<file path="config.mk">
export PLATFORM = sky130hd
export DESIGN_NAME = npvl_dist
export DESIGN_NICKNAME = d
export VERILOG_FILES = /design/src/hdl/npvl_pkg.sv /design/src/hdl/npvl_dist.sv
export SDC_FILE = /design/constraint.sdc
export NUM_CORES = 2
export LEC_CHECK = 0
export BUFFER_PORTS_ARGS = -buffer_cell sky130_fd_sc_hd__buf_2
export CAP_MARGIN = 10
export CORE_MARGIN = 2
export CORE_UTILIZATION = 66
export CTS_CLUSTER_SIZE = 40
export DETAILED_ROUTE_END_ITERATION = 16
export GPL_TIMING_DRIVEN = 0
export PLACE_DENSITY = 0.84
export SYNTH_ARGS = -nofsm -noshare
export SYNTH_HDL_FRONTEND = slang
export SYNTH_SLANG_ARGS = --single-unit
</file>
<file path="constraint.sdc">
create_clock -name clk -period 14 [get_ports clk]
set_input_delay 2.8 -clock clk [delete_from_list [all_inputs] [get_ports clk]]
set_output_delay 2.8 -clock clk [all_outputs]
set_load 0.03 [all_outputs]
</file>
<file path="src/hdl/npvl_pkg.sv">
// ----------------------------------------------------------------------------
// npvl_pkg
// Shared types and constants of the nearest point velocity lookup block.
// ----------------------------------------------------------------------------
`default_nettype none

package npvl_pkg;

  localparam int NPVL_TABLE_DEPTH = 256;

  localparam int IN_DATA_W  = 128;
  localparam int OUT_DATA_W = 56;
  localparam int CFG_ADDR_W = 4;
  localparam int CFG_DATA_W = 64;

  localparam int COORD_W = 24;
  localparam int SPEED_W = 16;
  localparam int POINT_W = 3 * COORD_W;
  localparam int VEL_W   = 3 * SPEED_W;
  localparam int DIFF_W  = COORD_W + 1;
  localparam int SQ_W    = 2 * COORD_W;
  localparam int DIST_W  = SQ_W + 2;
  localparam int TOL_W   = 52;
  localparam int EU_W    = 9;
  localparam int NIDX_W  = 8;

  localparam logic [EU_W-1:0]  ENTRIES_RESET = 9'd256;
  localparam logic [TOL_W-1:0] TOL_RESET     = 52'd1678;

  // Item kinds carried on in_tuser.
  localparam logic OP_WRITE = 1'b0;
  localparam logic OP_QUERY = 1'b1;

  // Register select, taken from the byte address bit 3.
  localparam logic CFG_IDX_ENTRIES = 1'b0;
  localparam logic CFG_IDX_TOL     = 1'b1;

  typedef enum logic [2:0] {
    ST_CLEAR,
    ST_IDLE,
    ST_SCAN,
    ST_DRAIN,
    ST_VEL_RD,
    ST_RESULT
  } npvl_state_t;

  // Control that travels alongside each entry in the distance pipeline.
  typedef struct packed {
    logic vld;
    logic last;
  } npvl_tag_t;

endpackage

`default_nettype wire

</file>
<file path="src/hdl/npvl_dist.sv">
// ----------------------------------------------------------------------------
// npvl_dist
// Three-stage squared Euclidean distance pipeline: difference, square, sum.
// ----------------------------------------------------------------------------
`default_nettype none

module npvl_dist
  import npvl_pkg::*;
#(
  parameter int IDX_W = 8
) (
  input  wire logic                        clk,
  input  wire logic                        rst_n,
  input  wire npvl_tag_t                   in_tag,
  input  wire logic        [IDX_W-1:0]     in_idx,
  input  wire logic        [POINT_W-1:0]   entry_point,  // x, y, z from bit 0 up
  input  wire logic signed [COORD_W-1:0]   query_x,
  input  wire logic signed [COORD_W-1:0]   query_y,
  input  wire logic signed [COORD_W-1:0]   query_z,
  output npvl_tag_t                        out_tag,
  output logic             [IDX_W-1:0]     out_idx,
  output logic             [DIST_W-1:0]    out_dist
);

  npvl_tag_t tag1_r, tag2_r, tag3_r;
  logic [IDX_W-1:0] idx1_r, idx2_r, idx3_r;

  logic signed [DIFF_W-1:0] dx_nxt, dy_nxt, dz_nxt;
  logic signed [DIFF_W-1:0] dx_r, dy_r, dz_r;
  logic signed [2*DIFF_W-1:0] px, py, pz;
  logic [SQ_W-1:0] sx_r, sy_r, sz_r;
  logic [DIST_W-1:0] dist_r;

  // Sign-extended differences are exact in one extra bit.
  assign dx_nxt = {query_x[COORD_W-1], query_x}
                - {entry_point[COORD_W-1], entry_point[COORD_W-1:0]};
  assign dy_nxt = {query_y[COORD_W-1], query_y}
                - {entry_point[2*COORD_W-1], entry_point[2*COORD_W-1:COORD_W]};
  assign dz_nxt = {query_z[COORD_W-1], query_z}
                - {entry_point[3*COORD_W-1], entry_point[3*COORD_W-1:2*COORD_W]};

  assign px = dx_r * dx_r;
  assign py = dy_r * dy_r;
  assign pz = dz_r * dz_r;

  always_ff @(posedge clk) begin
    if (!rst_n) begin
      tag1_r <= '0;
      tag2_r <= '0;
      tag3_r <= '0;
    end else begin
      tag1_r <= in_tag;
      tag2_r <= tag1_r;
      tag3_r <= tag2_r;
    end
  end

  always_ff @(posedge clk) begin
    idx1_r <= in_idx;
    idx2_r <= idx1_r;
    idx3_r <= idx2_r;
    dx_r   <= dx_nxt;
    dy_r   <= dy_nxt;
    dz_r   <= dz_nxt;
    // A square of a difference below 2^24 in magnitude fits in 48 bits.
    sx_r   <= px[SQ_W-1:0];
    sy_r   <= py[SQ_W-1:0];
    sz_r   <= pz[SQ_W-1:0];
    dist_r <= DIST_W'(sx_r) + DIST_W'(sy_r) + DIST_W'(sz_r);
  end

  assign out_tag  = tag3_r;
  assign out_idx  = idx3_r;
  assign out_dist = dist_r;

endmodule

`default_nettype wire

</file>
==> impl_results.md <==
* Status: completed
* Asr flop ratio synth at 0
* RSZ-0062 raised after global routing: no
* CTS sink cnt at about 300
* WP buf/inv at 8
* GRT Residual Overflow at 0
* Routed WL at slightly below 200 mm
* Die area at 113,000 µm²
* R2R depth at 25
* Mapped Cells at ~7,500
* Vias per cell at 5.62
* Num CTS Buffers at 38
* Final Cycle Share at 0.723
* Netlist cell types at 87
* Slew Limit Fails at 0
* WS Path Type: register to register
* Met1 usage at 0.478
* Busiest grt layer: met2
* CP Data Arrival Time at 10.55 ns
* Initial antenna violation count at 7
* Antenna Nets Post-Route at 0
* Worst Hold End: out_idx[4]
* Clk root buf: clkbuf_16
* Htree depth at 2
* Worst Hold Depth at 0
* Worst Hold Launch: idx2_r[4]
* Pin count of the biggest net entering global routing at 15
* Clock Tree Buf Depth at 3
* Max_cap viols at 0
* Layout area overhead at 5.98%
* DPL Wire Length at between 150 and 200 mm
* Die Y at 336 µm
* Reg2reg end: sx_r[47]
* PostCTS Resize Cnt at 0
* Worst Path Max Fanout at 10
* Iter 0 DRT Violations at about 4,600
* Slowest stage delay, CP at 0.99 ns
* CP required at 14.42 ns
* R2r setup slk at 3.87 ns
* Cell family with most CP delay: adder cells
* Register area share after synthesis at 0.0813
* Reg-to-Reg Start: dx_r[24]
* Worst Clk Skew at 0.0248 ns
* Fmax at approximately 99 MHz
* CTS tree: done
* Met3 usage at 0.0961
* Fin. Hold Viols at 0
* Avg Cell Area, Syn at 9.67 µm²
* Ys Warns at 0
* Vias in the first global route at roughly 58,000
* Reg clk slew, reported paths at 0.06 ns
* Worst Setup End Kind: register
* Number of setup violations in the final report at 0
* Share of layout cells above drive strength 1 at 0.0401
* Slowest CP cell: a211oi_1
* Slew margin rel. at 0.173
* Routability cong. at 1.04
* CP Launch Type: register
* WL/cell at 21.0 µm
* HP Class: register to register
* Synth Flop Type: dfxtp_1
* I/O Buffers at 215
* Drt drc at 0
* Yosys reg bits at 296
* Setup TNS at 0 ns
* CP most frequent cell: fa_1
* Mapped Area at ~73,000 µm²
* DIE WIDTH at 336 µm
* Most frequent cells in the layout: inv_1 (2,153), fa_1 (1,822), nand2_1 (592)
* Row count at about 120
* CORE AREA at ~110,000 µm²
* Total number of vias at 52,272
* GR Util met2 at 0.576
* DR pass1 iterations at 6
* Worst-margin pin slew at 1.23 ns
* Hold Buf Count CTS at 0
* Post-CTS Setup Bufs at 0
* Final net count at 10,340
* Starting density of the core at 0.668
* Worst-Skew Late Latency at 0.65 ns
* EDFF count, synth at 0
* GRT Util Overall at 0.366
* Commonest non-fill, non-tap cell in the layout: inv_1
* IO Count at 216
* Final min period at ~10 ns
* First-pass GRT wire length at 312 mm
[cells by family (layout without fill, tap and decap cells)]
logic type      Yosys count  count (layout)  share of synthesized area
compound gates          674             674                     0.0606
buf+inv                2355            2640                      0.121
xor+xnor                303             303                     0.0364
other cells               1               9                  0.0000514
fa+ha+maj              2389            2389                      0.598
mux                       8               8                    0.00112
flops                   296             296                     0.0813
simple gates           1512            1512                      0.101
[Yosys cell counts (52+ instances only)]
cell type  instances  share of area
clkbuf_1         196          0.010
fa_1            1822           0.50
ha_1             567          0.097
o21ai_0          106         0.0073
nand3_1           52         0.0036
nor2b_1           77         0.0066
nand2_1          592          0.030
a21oi_1          229          0.016
xnor2_1          222          0.027
dfxtp_1          296          0.081
and2_1           367          0.031
a21o_1           112          0.012
inv_1           2153           0.11
xor2_1            81         0.0097
nor2_1           224          0.012
[routing by layer]
metal | routed length (µm) | up-vias | share of wire
met2 | 89600 | 2676 | 0.46
met4 | 10700 | 6 | 0.055
li1 | - | 22648 | -
met3 | 21300 | 604 | 0.11
met5 | 146 | - | 0.00075
met1 | 73700 | 26338 | 0.38
[how the worst max path moves through the flow]
stage                         from        to  cells past startpoint
after floorplan           dx_r[24]  sx_r[46]                     25
after global placement    dx_r[24]  sx_r[47]                     25
after detailed placement  dx_r[24]  sx_r[47]                     25
after CTS                 dx_r[24]  sx_r[47]                     25
after global routing      dx_r[24]  sx_r[47]                     25
final                     dx_r[24]  sx_r[47]                     25
[final cells by class]
class	instances	area, µm²
multi-input combinational	4889	58100
fill	8103	31900
inverter	2157	8100
sequential	296	5930
tap	1476	1850
timing repair buffer	215	1080
clock buffer	48	1050
buffer	198	744
clock inverter	22	363
antenna	6	15.0
[stage by stage]
step | instance area, µm² | worst slack [ns] | utilization | hold slack [ns] | cells
CTS | 77200 | 4.18 | 0.708 | 0.326 | 9301
global placement | 75800 | 4.42 | 0.695 | 0.312 | 9231
detailed placement | 75800 | 4.24 | 0.695 | 0.312 | 9231
floorplan | 72900 | 6.83 | - | 0.310 | 7540
finish | 77200 | 3.87 | 0.708 | 0.326 | 9307
global route | 77200 | 3.75 | 0.708 | 0.329 | 9301
[sequential cells by signal (all words and copies together) (netlist names), 8 cells and up]
signal / flops
idx2_r: 8
out_dist: 50
sx_r: 47
dx_r: 25
sy_r: 47
dy_r: 25
sz_r: 47
out_idx: 8
dz_r: 25
idx1_r: 8
Power is left out: the tool's default activity adds up to more than one toggle a clock period on the data nets, which glitch-free logic cannot reach.
